===== src/rtl/spwm_pkg.sv =====
package spwm_pkg;

	localparam int EVENT_SLOTS = 128;
	localparam int TIME_BITS   = 31;
	localparam int IDX_BITS    = $clog2(EVENT_SLOTS);
	localparam int CNT_BITS    = $clog2(EVENT_SLOTS + 1);
	localparam int ADDR_BITS   = IDX_BITS + 1;
	localparam int MEM_DEPTH   = 2 * EVENT_SLOTS;
	localparam int MARGIN_BITS = 4;
	localparam int REQ_BITS    = 3;
	localparam int IN_FIELDS_W = 111;
	localparam int IN_TDATA_W  = 112;
	localparam int OUT_TDATA_W = 112;

	localparam logic [MARGIN_BITS-1:0] MARGIN_RESET = 4'd4;

	localparam logic [REQ_BITS-1:0] REQ_TICK  = 3'd0;
	localparam logic [REQ_BITS-1:0] REQ_WRITE = 3'd1;
	localparam logic [REQ_BITS-1:0] REQ_STAGE = 3'd2;
	localparam logic [REQ_BITS-1:0] REQ_START = 3'd3;
	localparam logic [REQ_BITS-1:0] REQ_STOP  = 3'd4;

	typedef struct packed {
		logic                 level;
		logic [1:0]           phase;
		logic [TIME_BITS-1:0] tstamp;
	} edge_t;

	localparam int EDGE_W = $bits(edge_t);

	typedef struct packed {
		logic                 done;
		logic [TIME_BITS-1:0] rem;
	} remdr_res_t;

endpackage


===== src/rtl/spwm_remdr.sv =====
module spwm_remdr import spwm_pkg::*; (
	input  logic                 clk,
	input  logic                 arst_n,
	input  logic                 go,
	input  logic [TIME_BITS-1:0] dividend,
	input  logic [TIME_BITS:0]   divisor,
	output remdr_res_t           res
);

	localparam int STEP_BITS = $clog2(TIME_BITS);

	logic                 busy_q;
	logic                 done_q;
	logic [STEP_BITS-1:0] step_q;
	logic [TIME_BITS:0]   rem_q;
	logic [TIME_BITS-1:0] dvd_q;
	logic [TIME_BITS:0]   dvs_q;
	logic [TIME_BITS+1:0] shifted;
	logic [TIME_BITS+1:0] diff;
	logic                 fits;

	// Restoring remainder, one dividend bit per cycle, most significant first.
	always_comb begin
		shifted = {rem_q, dvd_q[TIME_BITS-1]};
		diff    = shifted - {1'b0, dvs_q};
		fits    = shifted >= {1'b0, dvs_q};
	end

	always_ff @(posedge clk or negedge arst_n) begin
		if (!arst_n) begin
			busy_q <= 1'b0;
			done_q <= 1'b0;
			step_q <= '0;
		end else begin
			done_q <= 1'b0;
			if (go) begin
				busy_q <= 1'b1;
				step_q <= STEP_BITS'(TIME_BITS - 1);
			end else if (busy_q) begin
				step_q <= step_q - 1'b1;
				if (step_q == '0) begin
					busy_q <= 1'b0;
					done_q <= 1'b1;
				end
			end
		end
	end

	always_ff @(posedge clk) begin
		if (go) begin
			rem_q <= '0;
			dvd_q <= dividend;
			dvs_q <= divisor;
		end else if (busy_q) begin
			rem_q <= fits ? diff[TIME_BITS:0] : shifted[TIME_BITS:0];
			dvd_q <= {dvd_q[TIME_BITS-2:0], 1'b0};
		end
	end

	assign res.done = done_q;
	assign res.rem  = rem_q[TIME_BITS-1:0];

endmodule


===== config.mk =====
export PLATFORM = sky130hd
export DESIGN_NAME = spwm_remdr
export DESIGN_NICKNAME = d
export VERILOG_FILES = /design/src/rtl/spwm_pkg.sv /design/src/rtl/spwm_remdr.sv
export SDC_FILE = /design/constraint.sdc
export NUM_CORES = 1
export LEC_CHECK = 0
export BUFFER_PORTS_ARGS = -buffer_cell sky130_fd_sc_hd__buf_4
export CELL_PAD_IN_SITES_DETAIL_PLACEMENT = 1
export CELL_PAD_IN_SITES_GLOBAL_PLACEMENT = 2
export CORE_MARGIN = 2
export CORE_UTILIZATION = 39
export CTS_CLUSTER_SIZE = 12
export DETAILED_ROUTE_END_ITERATION = 6
export PLACE_DENSITY_LB_ADDON = 0.2
export SLEW_MARGIN = 15
export SYNTH_ARGS = -nofsm -noshare
export SYNTH_HDL_FRONTEND = slang
export SYNTH_SLANG_ARGS = --single-unit

===== constraint.sdc =====
create_clock -name clk -period 5.7 [get_ports clk]
set_clock_uncertainty 0.15 [all_clocks]
set_input_delay 1.425 -clock clk [delete_from_list [all_inputs] [get_ports clk]]
set_output_delay 1.425 -clock clk [all_outputs]
set_load 0.005 [all_outputs]

Word level (Yosys, flattened, before mapping)
Index checks and enable logic that the tools add are counted.
{"block": "classes", "addsub": 2, "n_lt_le_gt_ge": 1, "n_mux": 11, "reduce_logical": 2}
{"op": "two-way mux 31 bit", "count": 2}
{"op": "greater-or-equal comparator 33 x 32 -> 1 bit", "count": 1}
{"op": "two-way mux 32 bit", "count": 1}
{"op": "subtractor 32 bit", "count": 1}
{"op": "two-way mux 5 bit", "count": 2}
{"op": "two-way mux 1 bit", "count": 6}
{"op": "logical NOT 5 bit", "count": 1}
{"op": "subtractor 5 x 1 -> 5 bit, second input constant", "count": 1}
{"op": "nonzero test 2 bit", "count": 1}
{"block": "word_totals", "register_bits": 102, "in_bits": 66, "out_inout_bits": 32, "word_cells": 22}

Logic depth before layout (Yosys ltp)
Gate-level depths: netlist (run 1).
{"block": "depth", "word_depth": 4, "depth_mapped": 12, "ltp_nobuf": 12}

Worst setup path after synthesis (run 1)
OpenSTA, ideal clock, no wires.
{"block": "synth_path", "kind": "input -> register", "startpoint": "input port go", "endpoint": "register dvd_q[0], enable pin", "setup_ns": 0.397, "t_arrival_ns": 2.346, "required_ns": 5.153, "path_slack_ns": 2.808, "stages": 3, "n_path_buf": 1, "path_cell_list": "nor2_1 clkbuf_1 inv_1"}
{"block": "synth_between", "elab_chain_len": 1}
{"element": "start: declaration", "line": "spwm_remdr.sv:4", "rtl": "input logic go,"}
{"element": "nonzero test 2 bit (no source line)"}
{"element": "end signal: assignment", "line": "spwm_remdr.sv:52", "rtl": "dvd_q <= dividend;"}
{"element": "end signal: assignment", "line": "spwm_remdr.sv:56", "rtl": "dvd_q <= {dvd_q[TIME_BITS-2:0], 1'b0};"}
{"element": "end: declaration", "line": "spwm_remdr.sv:16", "rtl": "logic [TIME_BITS-1:0] dvd_q;"}
No other way between the ends.
A chain may end at the register's enable or synchronous reset.

Worst setup path in the final report (run 1)
{"block": "layout_path", "startpoint": "register dvd_q[30]", "endpoint": "register rem_q[28]"}
{"block": "layout_between", "elab_chain_len": 2, "word_cells_on_any_way": 3, "cone_classes": "add/sub (1); order compare (1); mux (1)"}
{"element": "subtractor 32 bit or greater-or-equal comparator 33 x 32 -> 1 bit (tied branches)", "line": "spwm_remdr.sv:25, spwm_remdr.sv:26"}
{"element": "two-way mux 32 bit *", "line": "spwm_remdr.sv:55", "rtl": "rem_q <= fits ? diff[TIME_BITS:0] : shifted[TIME_BITS:0];"}
{"element": "end signal: assignment", "line": "spwm_remdr.sv:55"}
{"element": "end: declaration", "line": "spwm_remdr.sv:15", "rtl": "logic [TIME_BITS:0] rem_q;"}
Every way passes the cells marked *; elsewhere a longest branch is shown, timed or not.

==> summary.txt, run 1 <==
status - complete, no violations
antenna cells - 0
vias in the first global route - 4848
root buf cell - clkbuf_16
Placer Congestion - 0.796
filler cell count - 1765
Syn Std Cell Area - 6200 um^2
hold_buf cts - 0
syn nets - 712
P per Cell Area - 433 nW/um^2
worst-path cell chain - inv_1 > ha_1 > inv_1 > fa_1 > a21oi_1 > o221ai_1 > a21oi_1 > o22ai_1 > o31ai_1 > mux2i_1 > o21ai_0 > a311oi_1
P_sw - 1.23 mW
largest net degree at the start of global routing - 61
vias per inst - 5.19
synthesis-to-layout area growth - 15.2%
Crit-path slowest cell - fa_1
die area - 16900 um^2
Place WS - 2.21 ns
PnR worst setup slack - 2.23 ns
Core Rows - 46
Final Critical Period - 3.47 ns
TNS Setup - 0 ns
clock buffer depth - 2
Die Ht - 130 um
YS warnings - 0
initial core utilization - 39.5%
P_leak - 2.94 nW
# IOs - 98
HP Class - flop to flop
DRT iter0 DRCs - 193
Final Net Count - 767
Rel. slew slack - 37.3%
max frequency - 0.289 GHz
initial antenna violation count - 0
wire length of the first global-routing pass - 25100 um
Clock transition at path regs - 0.08 ns
post-CTS repair timing setup buffer count - 0
CP arrival - 3.57 ns
RSZ-0062 raised after global routing - no
CTS tree - built
Num CTS Buffers - 9
Post-synth EDFFs - 63
port buffer count - 97
Avg Cell Area, Syn - 10.1 um^2
peak supply drop - 173 uV
clock sinks - 102
sequential share of power - 34.0%
Pre-Repair DR Iteration Count - 4
combinational share of power - 45.8%
clk_lat worst skew - 0.37 ns
critical path required time - 5.81 ns
htree depth - 3
Async S/R FF share, synth - 6.86%
Mapped Cells - 611
Post-DRT Antenna Nets - 0
Seq/Total Area, Yosys - 43.7%
Crit path max-delay family - compound AO/OA/AOI/OAI gates
Net Sw Frac - 39.7%
routed len/inst - 17.6 um
DPL Wire Length - 11300 um
clock network power share - 20.2%
Crit. End Element - flop
CP bufs+invs - 2
crit path launch type - flop
Die X - 130 um
Synth Flop Type - edfxtp_1
crit path max fanout - 4
Final Hold Violating Endpoints - 0
core area - 15700 um^2
internal power - 1.87 mW
Cell variety after synth - 68
Congestion Overflow GR - 0
gr usage total - 19.3%
total of max-cap violations - 0
Post-CTS Resized - 0
Yosys reg bits - 102
Setup Crit Path Kind - flop to flop
Tcrit/Tclk final - 60.8%
total number of vias - 4604
layout cells sized above 1 - 25.8%
Max stage delay on crit path - 0.40 ns
worst slew pin tran - 0.940 ns
# DRC - 0
Slew Limit Fails - 0
final wirelength - 15600 um
Setup violations, final - 0
==> metrics by stage <==
stage / util [%] / cells / hold slack, ns / instance area [um^2] / total power [mW]
floorplan: - / 611 / 0.308 / 6200 / 2.16
CTS: 45.5 / 887 / 0.343 / 7140 / 3.14
global route: 45.5 / 887 / 0.381 / 7140 / 3.33
detailed placement: 43.6 / 871 / 0.333 / 6850 / 2.49
global placement: 43.6 / 871 / 0.325 / 6850 / 2.46
finish: 45.5 / 887 / 0.339 / 7140 / 3.09
==> worst paths after layout <==
path,start,end,slack (ns),cells past startpoint
setup / recovery,dvd_q[30]$_DFFE_PP_,rem_q[28]$_SDFFE_PP0P_,2.23,12
hold / removal,rem_q[3]$_SDFFE_PP0P_,rem_q[3]$_SDFFE_PP0P_,0.34,2
setup reg to reg,dvd_q[30]$_DFFE_PP_,rem_q[28]$_SDFFE_PP0P_,2.23,12
hold reg to reg,rem_q[3]$_SDFFE_PP0P_,rem_q[3]$_SDFFE_PP0P_,0.34,2
max in group asynchronous,arst_n,step_q[0]$_DFFE_PN0P_,4.57,1
min in group asynchronous,arst_n,step_q[4]$_DFFE_PN0P_,0.71,1
==> per-layer routing <==
layer	share of wire, %	vias to the layer above	wire length, um	global-route usage, %
li1	-	2274	-	-
met1	45	2241	6990	23.7
met2	49	78	7660	33.6
met3	4.8	11	744	4.92
met4	1.2	0	194	5.50
met5	0	-	0	0
==> cell families (layout without fill, tap and decap cells) <==
family	after synthesis	in the layout	synth area share (%)
XOR/XNOR	27	27	3.81
buffers and inverters	104	164	8.90
adder cells (fa/ha/maj)	35	35	7.18
flip-flops	102	102	43.7
multiplexers	51	51	8.84
AND/OR/NAND/NOR	153	153	11.9
AO/OA/AOI/OAI	139	139	15.7
==> cell usage in the layout (no fill, tap or decap), drive strengths merged, types with 23 or more instances in the layout <==
cell      n
nor2     45
mux2     30
dfxtp    32
inv      52
a21oi    42
edfxtp   63
ha       34
xnor2    23
nand2    48
buf     101
o21ai    32
==> power by group through the flow <==
stage	Sequential [mW]	Clock [mW]	Combinational (mW)
after floorplan	1.02	0	1.14
after global placement	1.07	0	1.40
after detailed placement	1.07	0	1.42
after CTS	1.06	0.651	1.43
after global routing	1.08	0.671	1.58
final	1.05	0.625	1.42
==> worst min-delay path, stage by stage (launching register included) <==
cell and delay (ns):
dfxtp_1 0.34, nand2_1 0.06, o21ai_1 0.05
==> cell type report <==
cell class | instances | area [um^2] | share of cell area, %
clock buffer | 9 | 225 | 3.15
clock inverter | 7 | 63.8 | 0.893
inverter | 47 | 176 | 2.47
multi-input combinational | 405 | 2940 | 41.2
sequential | 102 | 2710 | 37.9
tap | 216 | 270 | 3.78
timing repair buffer | 101 | 758 | 10.6
==> cell usage after synthesis (3+ instances only) <==
cell type  number  area (um^2)
mux2i_1        21          210
a211oi_2        3         37.5
buf_2           3         15.0
dfrtp_1         7          175
clkbuf_1       12         45.0
nor2_1         45          169
mux2_2         30          338
buf_6           5         56.3
ha_1           34          425
o21ai_0        27          135
nand2b_1        9         56.3
nand4_1         8         50.1
xnor2_1        23          201
a21oi_2         4         35.0
buf_1           5         18.8
nand2_1        47          176
a21o_1          6         45.0
dfxtp_1        32          641
nor2b_1         5         31.3
inv_1          46          173
nand3_1        11         55.1
edfxtp_1       63         1890
xor2_1          4         35.0
a311oi_2        3         45.0
buf_4          32          240
and2_1          3         18.8
a31oi_1         3         18.8
nor3_1          8         40.0
o211ai_1        4         30.0
a311oi_1        4         35.0
a21oi_1        37          185
o21ai_1         3         15.0
o31a_1          3         26.3
a211oi_1       13         97.6
==> state kept, by name, summed over array words and instances (netlist names) <==
| signal | flops |
|---|---|
| busy_q | 1 |
| done_q | 1 |
| dvd_q | 31 |
| dvs_q | 32 |
| rem_q | 32 |
| step_q | 5 |
No activity file was read; power rests on OpenSTA's default activity.
==> run 2: changes to the inputs <==
--- a/config.mk
+++ b/config.mk
@@ -5,11 +5,12 @@
 export SDC_FILE = /design/constraint.sdc
 export NUM_CORES = 1
 export LEC_CHECK = 0
+export ABC_AREA = 1
 export BUFFER_PORTS_ARGS = -buffer_cell sky130_fd_sc_hd__buf_4
 export CELL_PAD_IN_SITES_DETAIL_PLACEMENT = 1
 export CELL_PAD_IN_SITES_GLOBAL_PLACEMENT = 2
 export CORE_MARGIN = 2
-export CORE_UTILIZATION = 39
+export CORE_UTILIZATION = 33
 export CTS_CLUSTER_SIZE = 12
 export DETAILED_ROUTE_END_ITERATION = 6
 export PLACE_DENSITY_LB_ADDON = 0.2
==> constraint.sdc (replaced) <==
create_clock -name clk -period 3.3 [get_ports clk]
set_clock_uncertainty 0.15 [all_clocks]
set_input_delay 0.825 -clock clk [delete_from_list [all_inputs] [get_ports clk]]
set_output_delay 0.825 -clock clk [all_outputs]
set_load 0.005 [all_outputs]
==> summary.txt, run 2 <==
status - complete, no violations
Congestion Overflow GR - 0
htree depth - 3
overall power - 6.43 mW
Crit. End Element - flop
# DRC - 0
Cell variety after synth - 33
layout cells sized above 1 - 13.8%
Seq/Total Area, Yosys - 38.3%
worst-path cell chain - ha_1 > nand2_1 > nor3_1 > nand2_1 > nor2_1 > nand2_4 > nand2_4 > nand2_1 > nand3_1 > o21ai_0
Crit path max-delay family - simple AND/OR/NAND/NOR gates
commonest non-fill, non-tap cells in the layout - 400 x nand2_1, 187 x inv_1, 106 x buf_4, 77 x nand3_1, 63 x edfxtp_1
Yosys top cell by area - edfxtp_1
Clock transition at path regs - 0.08 ns
Setup violations, final - 0
Avg Cell Area, Syn - 6.94 um^2
Post-synth top cells - 400 x nand2_1, 187 x inv_1, 77 x nand3_1, 63 x edfxtp_1, 49 x nor2_1
Yosys reg bits - 102
Max stage delay on crit path - 0.39 ns
synthesis-to-layout area growth - 15.0%
hold_buf cts - 0
initial antenna violation count - 0
final wirelength - 20300 um
TNS Setup - 0 ns
HP Class - input pin to asynchronous set/reset pin
Crit-path slowest cell - ha_1
Place WS - 0.613 ns
Final Critical Period - 2.68 ns
Post-DRT Antenna Nets - 0
initial core utilization - 33.6%
YS warnings - 0
CP bufs+invs - 0
Placer Congestion - 0.823
critical path required time - 3.40 ns
Rel. slew slack - 61.0%
CTS tree - built
P_leak - 4.39 nW
max frequency - 0.373 GHz
Setup Crit Path Kind - flop to flop
post-CTS repair timing setup buffer count - 0
Die Ht - 150 um
root buf cell - clkbuf_16
vias per inst - 4.56
wire length of the first global-routing pass - 33500 um
die area - 22600 um^2
RSZ-0062 raised after global routing - no
clk_lat worst skew - 0.38 ns
synth top area cells - edfxtp_1 27%, nand2_1 21%, inv_1 9.9%, dfxtp_1 9.1%, ha_1 6.0%
PnR worst setup slack - 0.620 ns
Post-CTS Resized - 0
Syn Std Cell Area - 7070 um^2
antenna cells - 0
Die X - 150 um
gr usage total - 19.1%
core area - 21000 um^2
Pre-Repair DR Iteration Count - 4
clock sinks - 102
DPL Wire Length - 16000 um
Mapped Cells - 1019
P per Cell Area - 791 nW/um^2
Final Hold Violating Endpoints - 0
worst slew pin tran - 0.585 ns
peak supply drop - 260 uV
Async S/R FF share, synth - 6.86%
Num CTS Buffers - 9
critical path's most frequent cell - nand2_1
Core Rows - 53
# IOs - 98
commonest non-fill, non-tap cell in the layout - nand2_1
vias in the first global route - 6521
crit path max fanout - 31
largest net degree at the start of global routing - 50
DRT iter0 DRCs - 253
Synth Flop Type - edfxtp_1
total number of vias - 6206
Post-synth EDFFs - 63
Slew Limit Fails - 0
CP arrival - 2.78 ns
clock buffer depth - 2
Post-DP Area - 7840 um^2
total of max-cap violations - 0
fin area - 8130 um^2
routed len/inst - 14.9 um
largest registers - dvs_q (32), rem_q (32), dvd_q (31)
port buffer count - 97
syn nets - 1120
top-area cell type share of the netlist area - 26.8%
most numerous cell in the Yosys netlist - nand2_1
crit path launch type - flop
filler cell count - 2710
Tcrit/Tclk final - 81.2%
Final Net Count - 1183
==> run 2: cell types whose count changed after synthesis, moves of 7 or more <==
cell      before  now
inv_1         46  187
nand2b_1       9    0
mux2i_1       21    0
nand3_2        0    8
o21ai_0       27    8
xnor2_1       23   14
a21oi_1       37   20
a211oi_1      13    0
nand2_1       47  400
nor2_2         0    7
o21ai_1        3   11
mux2_2        30    0
nand3b_1       0   13
nand3_1       11   77
==> run 2: path summary, 6_finish.rpt <==
check                                        from                endpoint  slack, ns  cells past startpoint
hold / removal                             arst_n   step_q[4]$_DFFE_PN0P_        0.1                      1
max in group asynchronous                  arst_n   step_q[1]$_DFFE_PN0P_       2.77                      1
hold reg to reg            rem_q[11]$_SDFFE_PP0P_  rem_q[11]$_SDFFE_PP0P_       0.34                      2
setup reg to reg           rem_q[28]$_SDFFE_PP0P_   rem_q[0]$_SDFFE_PP0P_       0.62                     10
min in group clk           rem_q[11]$_SDFFE_PP0P_  rem_q[11]$_SDFFE_PP0P_       0.34                      2
setup / recovery           rem_q[28]$_SDFFE_PP0P_   rem_q[0]$_SDFFE_PP0P_       0.62                     10
==> run 2: where the power goes <==
part	internal [mW]	switching, mW	total (mW)
sequential	1.61	0.202	1.81
clock	0.537	0.572	1.11
combinational	1.33	2.18	3.51
==> run 2: final cells by class <==
class	count	area, um^2	area share, %
multi-input combinational	674	3280	40.4
inverter	189	709	8.73
tap	275	344	4.23
sequential	102	2710	33.3
timing repair buffer	106	796	9.79
clock buffer	10	229	2.82
clock inverter	6	62.6	0.769
==> run 2: logic make-up (layout without fill, tap and decap cells) <==
logic type,count (synthesis),count (layout),share of synthesized area (%)
compound gates,44,44,3.31
xor+xnor,14,14,1.73
fa+ha+maj,35,35,6.30
buf+inv,243,311,15.3
flops,102,102,38.3
simple gates,581,581,35.0
==> run 2: per-stage QoR <==
stage | hold WS [ns] | utilization (%) | std cells
after floorplan | 0.307 | - | 1019
after global placement | 0.331 | 37.3 | 1346
after detailed placement | 0.333 | 37.3 | 1346
after CTS | 0.0855 | 38.7 | 1362
after global routing | 0.0881 | 38.7 | 1362
final | 0.0982 | 38.7 | 1362
==> run 2: metal layers <==
metal / up-vias / share of wire (%) / GRT usage [%] / wire [um]
met5: - / 0 / 0 / 0
met2: 92 / 48 / 33.4 / 9810
met1: 2874 / 46 / 23.8 / 9260
met3: 20 / 4.4 / 3.67 / 892
li1: 3220 / - / - / -
met4: 0 / 1.7 / 5.80 / 352
